`src/rtl/core/apq_pkg.sv`:
```
// ----------------------------------------------------------------------------
// apq_pkg
// Shared types and constants of the aging priority queue.
// ----------------------------------------------------------------------------
package apq_pkg;

  localparam int unsigned ID_W     = 16;
  localparam int unsigned PRIO_W   = 8;
  localparam int unsigned OCC_W    = 5;
  localparam int unsigned STATUS_W = 3;
  localparam int unsigned CFG_W    = 8;

  localparam logic [CFG_W-1:0] MAX_PRIO_RESET = 8'd255;

  typedef enum logic {
    KIND_INSERT   = 1'b0,
    KIND_RETRIEVE = 1'b1
  } kind_e;

  typedef enum logic [STATUS_W-1:0] {
    ST_INSERTED  = 3'd0,
    ST_RETRIEVED = 3'd1,
    ST_FULL      = 3'd2,
    ST_EMPTY     = 3'd3,
    ST_BADPRIO   = 3'd4
  } status_e;

  typedef enum logic [1:0] {
    CELL_HOLD = 2'd0,
    CELL_PUSH = 2'd1,
    CELL_POP  = 2'd2
  } cell_op_e;

  // control given to each cell of the chain: op is shared, last marks the final cell
  typedef struct packed {
    cell_op_e op;
    logic     last;
  } cell_ctl_t;

endpackage

```
`src/rtl/core/apq_if.sv`:
```
// ----------------------------------------------------------------------------
// apq_if
// Request and response channels of the aging priority queue.
// ----------------------------------------------------------------------------
interface apq_req_if;
  logic                       valid;
  logic                       ready;
  logic                       kind;
  logic [apq_pkg::ID_W-1:0]   item_id;
  logic [apq_pkg::PRIO_W-1:0] item_priority;

  modport source (output valid, kind, item_id, item_priority, input ready);
  modport sink   (input valid, kind, item_id, item_priority, output ready);
endinterface

interface apq_rsp_if;
  logic                         valid;
  logic                         ready;
  logic [apq_pkg::STATUS_W-1:0] status;
  logic [apq_pkg::ID_W-1:0]     head_id;
  logic [apq_pkg::OCC_W-1:0]    occupancy;

  modport source (output valid, status, head_id, occupancy, input ready);
  modport sink   (input valid, status, head_id, occupancy, output ready);
endinterface

```
`src/rtl/core/apq_cell.sv`:
```
// ----------------------------------------------------------------------------
// apq_cell
// One slot of the sorted chain: holds, takes the new pair, shifts from a
// neighbor and ages its priority on a pop.
// ----------------------------------------------------------------------------
module apq_cell #(
  parameter int unsigned ID_BITS   = 16,
  parameter int unsigned PRIO_BITS = 8
) (
  input  logic                  clk_i,
  input  apq_pkg::cell_ctl_t    ctl_i,
  input  logic                  occupied_i,
  input  logic [ID_BITS-1:0]    new_id_i,
  input  logic [PRIO_BITS-1:0]  new_prio_i,
  input  logic [ID_BITS-1:0]    left_id_i,
  input  logic [PRIO_BITS-1:0]  left_prio_i,
  input  logic                  left_greater_i,
  input  logic [ID_BITS-1:0]    right_id_i,
  input  logic [PRIO_BITS-1:0]  right_prio_i,
  output logic [ID_BITS-1:0]    id_o,
  output logic [PRIO_BITS-1:0]  prio_o,
  output logic                  greater_o
);

  logic [ID_BITS-1:0]   id_q, id_d;
  logic [PRIO_BITS-1:0] prio_q, prio_d;
  logic [ID_BITS-1:0]   pop_id;
  logic [PRIO_BITS-1:0] pop_prio;

  // empty slots count as larger so the insert point is the first of them
  assign greater_o = !occupied_i || (prio_q > new_prio_i);

  // last cell keeps its own value on a pop
  assign pop_id   = ctl_i.last ? id_q : right_id_i;
  assign pop_prio = ctl_i.last ? prio_q : right_prio_i;

  always_comb begin
    id_d   = id_q;
    prio_d = prio_q;
    unique case (ctl_i.op)
      apq_pkg::CELL_PUSH: begin
        if (greater_o) begin
          if (left_greater_i) begin
            id_d   = left_id_i;
            prio_d = left_prio_i;
          end else begin
            id_d   = new_id_i;
            prio_d = new_prio_i;
          end
        end
      end
      apq_pkg::CELL_POP: begin
        id_d   = pop_id;
        prio_d = (pop_prio > PRIO_BITS'(1)) ? pop_prio - PRIO_BITS'(1) : pop_prio;
      end
      default: begin
        id_d   = id_q;
        prio_d = prio_q;
      end
    endcase
  end

  always_ff @(posedge clk_i) begin
    id_q   <= id_d;
    prio_q <= prio_d;
  end

  assign id_o   = id_q;
  assign prio_o = prio_q;

endmodule

```
`src/rtl/core/aging_priority_queue.sv`:
```
// ----------------------------------------------------------------------------
// aging_priority_queue
// Timing: the response is registered and shows the cycle after its request
// is taken. Throughput: one request per cycle unless a response stalls, set
// by the chain that compares, shifts and ages all cells in the same cycle.
// Reset: count cleared, max priority set to 255, no response pending; slot
// contents are left as they are and never read before being written.
// ----------------------------------------------------------------------------
module aging_priority_queue #(
  parameter int unsigned DEPTH     = 16,
  parameter int unsigned ID_BITS   = 16,
  parameter int unsigned PRIO_BITS = 8
) (
  input  logic                      clk_i,
  input  logic                      rst_ni,
  input  logic                      cfg_we_i,
  input  logic [apq_pkg::CFG_W-1:0] cfg_wdata_i,
  apq_req_if.sink                   req_i,
  apq_rsp_if.source                 rsp_o
);

  localparam int unsigned CW    = $clog2(DEPTH + 1);
  localparam int unsigned CMP_W = (PRIO_BITS > apq_pkg::CFG_W) ? PRIO_BITS : apq_pkg::CFG_W;

  logic [apq_pkg::CFG_W-1:0] max_prio_q;
  logic [CW-1:0]             count_q, count_d;
  logic                      rsp_valid_q;
  apq_pkg::status_e          status_q, status_d;
  logic [ID_BITS-1:0]        head_q, head_d;
  logic [CW-1:0]             occ_q;

  logic                 req_fire;
  logic [ID_BITS-1:0]   new_id;
  logic [PRIO_BITS-1:0] new_prio;
  logic                 bad_prio;
  logic                 is_full;
  logic                 is_empty;
  apq_pkg::cell_op_e    cell_op;

  logic [ID_BITS-1:0]   cell_id   [DEPTH];
  logic [PRIO_BITS-1:0] cell_prio [DEPTH];
  logic                 cell_gt   [DEPTH];

  assign req_i.ready = !rsp_valid_q || rsp_o.ready;
  assign req_fire    = req_i.valid && req_i.ready;

  assign new_id   = ID_BITS'(req_i.item_id);
  assign new_prio = PRIO_BITS'(req_i.item_priority);
  assign bad_prio = (new_prio == '0) || (CMP_W'(new_prio) > CMP_W'(max_prio_q));
  assign is_full  = (count_q == CW'(DEPTH));
  assign is_empty = (count_q == '0);

  always_comb begin
    cell_op  = apq_pkg::CELL_HOLD;
    count_d  = count_q;
    status_d = apq_pkg::ST_EMPTY;
    head_d   = '0;
    if (req_i.kind == apq_pkg::KIND_INSERT) begin
      priority if (bad_prio) begin
        status_d = apq_pkg::ST_BADPRIO;
      end else if (is_full) begin
        status_d = apq_pkg::ST_FULL;
      end else begin
        status_d = apq_pkg::ST_INSERTED;
        cell_op  = apq_pkg::CELL_PUSH;
        count_d  = count_q + CW'(1);
      end
    end else begin
      if (is_empty) begin
        status_d = apq_pkg::ST_EMPTY;
      end else begin
        status_d = apq_pkg::ST_RETRIEVED;
        head_d   = cell_id[0];
        cell_op  = apq_pkg::CELL_POP;
        count_d  = count_q - CW'(1);
      end
    end
    if (!req_fire) begin
      cell_op = apq_pkg::CELL_HOLD;
      count_d = count_q;
    end
  end

  // cell chain, slot 0 is the head
  for (genvar i = 0; i < DEPTH; i++) begin : g_cell
    apq_pkg::cell_ctl_t   ctl;
    logic [ID_BITS-1:0]   l_id, r_id;
    logic [PRIO_BITS-1:0] l_prio, r_prio;
    logic                 l_gt;

    assign ctl.op   = cell_op;
    assign ctl.last = (i == DEPTH - 1);

    if (i == 0) begin : g_first
      assign l_id   = new_id;
      assign l_prio = new_prio;
      assign l_gt   = 1'b0;
    end else begin : g_mid
      assign l_id   = cell_id[i-1];
      assign l_prio = cell_prio[i-1];
      assign l_gt   = cell_gt[i-1];
    end

    if (i == DEPTH - 1) begin : g_last
      assign r_id   = cell_id[i];
      assign r_prio = cell_prio[i];
    end else begin : g_inner
      assign r_id   = cell_id[i+1];
      assign r_prio = cell_prio[i+1];
    end

    apq_cell #(
      .ID_BITS   (ID_BITS),
      .PRIO_BITS (PRIO_BITS)
    ) u_cell (
      .clk_i          (clk_i),
      .ctl_i          (ctl),
      .occupied_i     (count_q > CW'(i)),
      .new_id_i       (new_id),
      .new_prio_i     (new_prio),
      .left_id_i      (l_id),
      .left_prio_i    (l_prio),
      .left_greater_i (l_gt),
      .right_id_i     (r_id),
      .right_prio_i   (r_prio),
      .id_o           (cell_id[i]),
      .prio_o         (cell_prio[i]),
      .greater_o      (cell_gt[i])
    );
  end

  always_ff @(posedge clk_i or negedge rst_ni) begin
    if (!rst_ni) begin
      max_prio_q  <= apq_pkg::MAX_PRIO_RESET;
      count_q     <= '0;
      rsp_valid_q <= 1'b0;
    end else begin
      if (cfg_we_i) begin
        max_prio_q <= cfg_wdata_i;
      end
      count_q <= count_d;
      if (req_fire) begin
        rsp_valid_q <= 1'b1;
      end else if (rsp_o.ready) begin
        rsp_valid_q <= 1'b0;
      end
    end
  end

  // response payload
  always_ff @(posedge clk_i) begin
    if (req_fire) begin
      status_q <= status_d;
      head_q   <= head_d;
      occ_q    <= count_d;
    end
  end

  assign rsp_o.valid     = rsp_valid_q;
  assign rsp_o.status    = status_q;
  assign rsp_o.head_id   = apq_pkg::ID_W'(head_q);
  assign rsp_o.occupancy = apq_pkg::OCC_W'(occ_q);

`ifndef SYNTHESIS
  a_count_bound: assert property (@(posedge clk_i) disable iff (!rst_ni)
    count_q <= CW'(DEPTH))
    else $error("entry count above depth");

  a_pop_dec: assert property (@(posedge clk_i) disable iff (!rst_ni)
    req_fire && req_i.kind == apq_pkg::KIND_RETRIEVE && !is_empty
    |=> count_q == $past(count_q) - CW'(1))
    else $error("retrieve did not remove one entry");

  a_reject_hold: assert property (@(posedge clk_i) disable iff (!rst_ni)
    req_fire && (status_d == apq_pkg::ST_BADPRIO || status_d == apq_pkg::ST_FULL)
    |=> count_q == $past(count_q))
    else $error("rejected insert changed the queue");

  a_head_zero: assert property (@(posedge clk_i) disable iff (!rst_ni)
    rsp_valid_q && status_q != apq_pkg::ST_RETRIEVED |-> head_q == '0)
    else $error("head id set on a non-retrieve response");

  a_occ_match: assert property (@(posedge clk_i) disable iff (!rst_ni)
    req_fire |=> occ_q == count_q)
    else $error("occupancy differs from entry count");
`endif

endmodule
```
`src/flat_wrapper.sv`:
```
// flat-port wrapper written by rule: the top's interface ports become plain ports
module aging_priority_queue_flat 
#(
  parameter int unsigned DEPTH     = 16,
  parameter int unsigned ID_BITS   = 16,
  parameter int unsigned PRIO_BITS = 8
)
  (clk_i, rst_ni, cfg_we_i, cfg_wdata_i, req_i_valid, req_i_kind, req_i_item_id, req_i_item_priority, req_i_ready, rsp_o_valid, rsp_o_status, rsp_o_head_id, rsp_o_occupancy, rsp_o_ready);
  apq_req_if req_i_i ();
  apq_rsp_if rsp_o_i ();
  input  logic clk_i;
  input  logic rst_ni;
  input  logic cfg_we_i;
  input  logic [apq_pkg::CFG_W-1:0] cfg_wdata_i;
  input wire logic [$bits(req_i_i.valid)-1:0] req_i_valid;
  input wire logic [$bits(req_i_i.kind)-1:0] req_i_kind;
  input wire logic [$bits(req_i_i.item_id)-1:0] req_i_item_id;
  input wire logic [$bits(req_i_i.item_priority)-1:0] req_i_item_priority;
  output wire logic [$bits(req_i_i.ready)-1:0] req_i_ready;
  output wire logic [$bits(rsp_o_i.valid)-1:0] rsp_o_valid;
  output wire logic [$bits(rsp_o_i.status)-1:0] rsp_o_status;
  output wire logic [$bits(rsp_o_i.head_id)-1:0] rsp_o_head_id;
  output wire logic [$bits(rsp_o_i.occupancy)-1:0] rsp_o_occupancy;
  input wire logic [$bits(rsp_o_i.ready)-1:0] rsp_o_ready;
  assign req_i_i.valid = req_i_valid;
  assign req_i_i.kind = req_i_kind;
  assign req_i_i.item_id = req_i_item_id;
  assign req_i_i.item_priority = req_i_item_priority;
  assign req_i_ready = req_i_i.ready;
  assign rsp_o_valid = rsp_o_i.valid;
  assign rsp_o_status = rsp_o_i.status;
  assign rsp_o_head_id = rsp_o_i.head_id;
  assign rsp_o_occupancy = rsp_o_i.occupancy;
  assign rsp_o_i.ready = rsp_o_ready;
  aging_priority_queue #(.DEPTH(DEPTH), .ID_BITS(ID_BITS), .PRIO_BITS(PRIO_BITS)) u_core (.clk_i(clk_i), .rst_ni(rst_ni), .cfg_we_i(cfg_we_i), .cfg_wdata_i(cfg_wdata_i), .req_i(req_i_i), .rsp_o(rsp_o_i));
endmodule
```
`config.mk`:
```
export PLATFORM = sky130hd
export DESIGN_NAME = aging_priority_queue_flat
export DESIGN_NICKNAME = d
export VERILOG_FILES = /design/src/rtl/core/apq_pkg.sv /design/src/rtl/core/apq_if.sv /design/src/rtl/core/apq_cell.sv /design/src/rtl/core/aging_priority_queue.sv /design/src/flat_wrapper.sv
export SDC_FILE = /design/constraint.sdc
export NUM_CORES = 1
export LEC_CHECK = 0
export BUFFER_PORTS_ARGS = -buffer_cell sky130_fd_sc_hd__buf_2
export CAP_MARGIN = 20
export CORE_ASPECT_RATIO = 1.4
export CORE_MARGIN = 5
export CORE_UTILIZATION = 31
export DETAILED_ROUTE_END_ITERATION = 12
export SETUP_SLACK_MARGIN = 0.05
export SKIP_CTS_REPAIR_TIMING = 1
export SLEW_MARGIN = 5
export SYNTH_ARGS = -nofsm -noshare
export SYNTH_HDL_FRONTEND = slang
export SYNTH_SLANG_ARGS = --single-unit
```
`constraint.sdc`:
```
create_clock -name clk_i -period 8.9 [get_ports clk_i]
set_input_delay 1.78 -clock clk_i [delete_from_list [all_inputs] [get_ports clk_i]]
set_output_delay 1.78 -clock clk_i [all_outputs]
set_load 0.005 [all_outputs]
```
==> impl_summary.txt <==
----------------------------------------------------
[Run status]
  Run status ... finished, final reports clean

[Logic synthesis]
  Cells taking the most area after synthesis ... edfxtp_1, mux2i_1, ha_1, nand2_1, o21ai_0
  Syn Std Cell Area ... 26700 sq um
  Number of warnings issued by yosys ... 0
  Top-area cell type share of the netlist area ... 45.8%
  Cells after Synth ... 2596
  Number of enable-type register cells in the synthesized netlist ... 408
  Sequential cell area fraction in the yosys report ... 47.2%
  Dominant cell type by area after synthesis ... edfxtp_1
  Post-synthesis average cell area ... 10.3 sq um
  Number of unique standard cell types used by synthesis ... 68
  Most frequently used cell type in the post-synthesis netlist ... edfxtp_1
  Dominant synthesized flop cell ... edfxtp_1
  Post-synth ARST share ... 3.32%
  Number of nets in the synthesized netlist ... 2805
  Cell types with the highest counts after synthesis ... edfxtp_1, nand2_1, mux2i_1
  Number of synthesized register bits ... 422

[CTS]
  Clk_lat worst skew ... 0.59 ns
  Clk buf depth ... 3
  CTS tree ... done
  Clock H-tree levels ... 2
  Clock buffer count from CTS ... 44
  Root cell of the clock tree ... clkbuf_16
  Clock Pin Slew Worst Setup and Hold Paths ... 0.06 ns
  CTS sink cnt ... 422

[STA]
  Worst relative slew slack ... 22.9%
  Slew at the pin closest to its max-slew limit ... 1.16 ns
  Setup repair after global routing missed its margin ... false
  Max Clock Skew ... 0.0231 ns
  Final count of hold timing violations ... 0
  Max Transition Viols Final ... 0
  Total setup violations reported at the end of the flow ... 0
  Final critical delay including setup and external delays ... 5.07 ns
  Highest achievable clock rate ... 0.197 GHz
  Setup total negative slack ... 0 ns
  Final critical-path share of the clock period ... 57.0%

[Pwr]
  PnR Total Power ... 6.78 mW
  VDD IR max ... 0.132 mV
  Leakage power ... 10.9 nW
  Power density relative to cell area ... 230 nW/um^2

[Placement]
  Final weighted congestion in routability-driven placement ... 0.852
  Half-perimeter wire length after placement ... 57600 um
  Quantity of I/O buffers inserted on ports ... 63
  Cell count after placement ... 3623
  Dpl cell area ... 28100 sq um

[Critical path]
  Critical path data required time ... 9.19 ns
  Biggest cell delay along the critical path ... 0.56 ns
  CP endpoint kind ... flip-flop
  Crit Path Class ... primary input to flip-flop
  Top delay family on crit path ... buffers and inverters
  Worst EP arrival ... 5.36 ns
  Reg-to-reg startpoint ... u_core.count_q[1]$_DFF_PN0_
  Flop2flop setup slack ... 4.80 ns
  Critical Path Source ... req_i_item_priority[2]
  Critical path fanouts, max ... 21
  Type of origin of the critical path ... primary input
  CP max-delay cell ... a22oi_2
  Cells along the critical path ... buf_2 -> inv_1 -> buf_4 -> ha_1 -> and3_1 -> a221o_1 -> a221o_1 -> a22oi_2 -> buf_4 -> mux2i_1 -> o22ai_1
  Buf+Inv Stages, Crit Path ... 4

[Run]
  Number of maximum-capacitance violations ... 0

[Detailed routing]
  DR pass1 iterations ... 7
  Final routed DRC violation total ... 0
  DR vias/cell ... 5.60
  Via count of the routed design ... 20.7k
  DRT antenna net count ... 0
  Violation count after the first detailed-route iteration ... 1630
  Final routed wirelength across all metal layers ... 83500 um
  Final routed wire length divided by cell count ... 22.6 um

[Global routing]
  Largest net degree at the start of global routing ... 209
  Overall track demand over capacity in global routing ... 17.4%
  Overall overflow remaining after global route ... 0
  Number of antenna violations at the first check in global routing ... 6
  Vias in the first global route ... 21.2k
  Wire length of the first global-routing pass ... 126000 um

[Cells and area]
  Number of nets in the final layout ... 2782
  Cell area after layout ... 29400 sq um
  Area Growth Syn to Fin ... 10.1%
  Non-filler instance count after layout ... 3702
  Fraction of final layout cells sized beyond drive strength 1 ... 9.03%
  Share of the core filled with cells in the final layout ... 34.4%

[Min path]
  Classification of the worst-slack hold path ... flip-flop to flip-flop
  Min-Delay Startpoint ... u_core.max_prio_q[2]$_DFFE_PN1P_

[Die]
  Core outline area ... 85600 sq um
  Row Count ... 127
  Boundary pin count ... 64
  Vertical die dimension ... 357 um
  Die boundary width ... 258 um
  Die area ... 92300 sq um
  Initial Util ... 31.2%

----------------------------------------------------
[path summary, 6_finish.rpt]
kind | to | cells after the start
min in group asynchronous | u_core.count_q[1]$_DFF_PN0_ | 1
setup reg to reg | u_core.g_cell[7].u_cell.prio_o[7]$_DFFE_PP_ | 9
setup / recovery | u_core.g_cell[11].u_cell.prio_o[4]$_DFFE_PP_ | 11
max in group asynchronous | u_core.max_prio_q[4]$_DFFE_PN1P_ | 1
hold / removal | u_core.max_prio_q[2]$_DFFE_PN1P_ | 2
hold reg to reg | u_core.max_prio_q[2]$_DFFE_PN1P_ | 2
[per-layer routing]
| metal | vias up | global-route usage [%] | wire length (um) |
|---|---|---|---|
| met4 | 6 | 9.25 | 4840 |
| met1 | 10200 | 19.1 | 31600 |
| met3 | 246 | 2.45 | 3700 |
| met5 | - | 0 | 46 |
| li1 | 9652 | - | - |
| met2 | 635 | 32.3 | 43400 |
[logic make-up after synthesis]
logic type | share of synthesized area (%)
buf+inv | 4.45
simple gates | 13.1
compound gates | 14.5
xor+xnor | 2.92
mux | 9.89
fa+ha+maj | 8.00
flops | 47.2
[through the flow]
stage	worst slack (ns)	hold WS (ns)
after global placement	3.18	0.495
after detailed placement	3.25	0.501
final	3.83	0.511
after floorplan	3.20	0.478
after global routing	3.67	0.526
after CTS	3.86	0.513
[cell type report]
type | count | area, sq um
flip-flops and latches | 422 | 12600
clock inverters | 25 | 213
well taps | 1096 | 1370
inverters | 74 | 278
repair buffers | 111 | 751
multi-input cells | 1920 | 13100
fillers | 8614 | 56200
clock buffers | 51 | 1130
diodes | 3 | 7.51
[worst min-delay path, stage by stage (launching register included)]
cell and delay [ns]:
dfstp_2 0.36, inv_1 0.06, o21ai_0 0.09
[where the power goes]
| group | leakage, nW | total (mW) | internal, mW | switching (mW) |
|---|---|---|---|---|
| clock | 0.646 | 1.82 | 0.994 | 0.830 |
| combinational | 6.33 | 2.07 | 0.817 | 1.26 |
| sequential | 3.97 | 2.88 | 2.61 | 0.274 |
| total | 10.9 | 6.78 | 4.42 | 2.36 |
[cell usage in the layout, fill, tap and decap left out, types with 21 or more instances in the layout]
cell type,netlist,final
edfxtp_1,408,408
nand2_1,366,364
mux2i_1,244,244
ha_1,171,171
o21ai_0,151,148
o21ai_1,143,133
a21oi_1,118,117
nor2_1,109,108
inv_1,74,74
nand3_1,74,74
buf_2,87,63
xnor2_1,58,58
a31oi_1,57,56
o211ai_1,50,50
clkbuf_16,0,44
buf_4,7,41
xor2_1,31,31
o22ai_1,33,30
nor4_1,30,30
nor3_1,27,27
a21o_1,26,26
or4_1,21,21
[state kept, by name, summed over array words and instances (netlist names)]
name                         cells
u_core.g_cell.u_cell.prio_o    128
u_core.count_q                   5
u_core.max_prio_q                8
u_core.rsp_o.occupancy           5
u_core.rsp_o.valid               1
u_core.g_cell.u_cell.id_o      256
u_core.rsp_o.head_id            16
u_core.rsp_o.status              3
(Power assumes the default switching activity.)
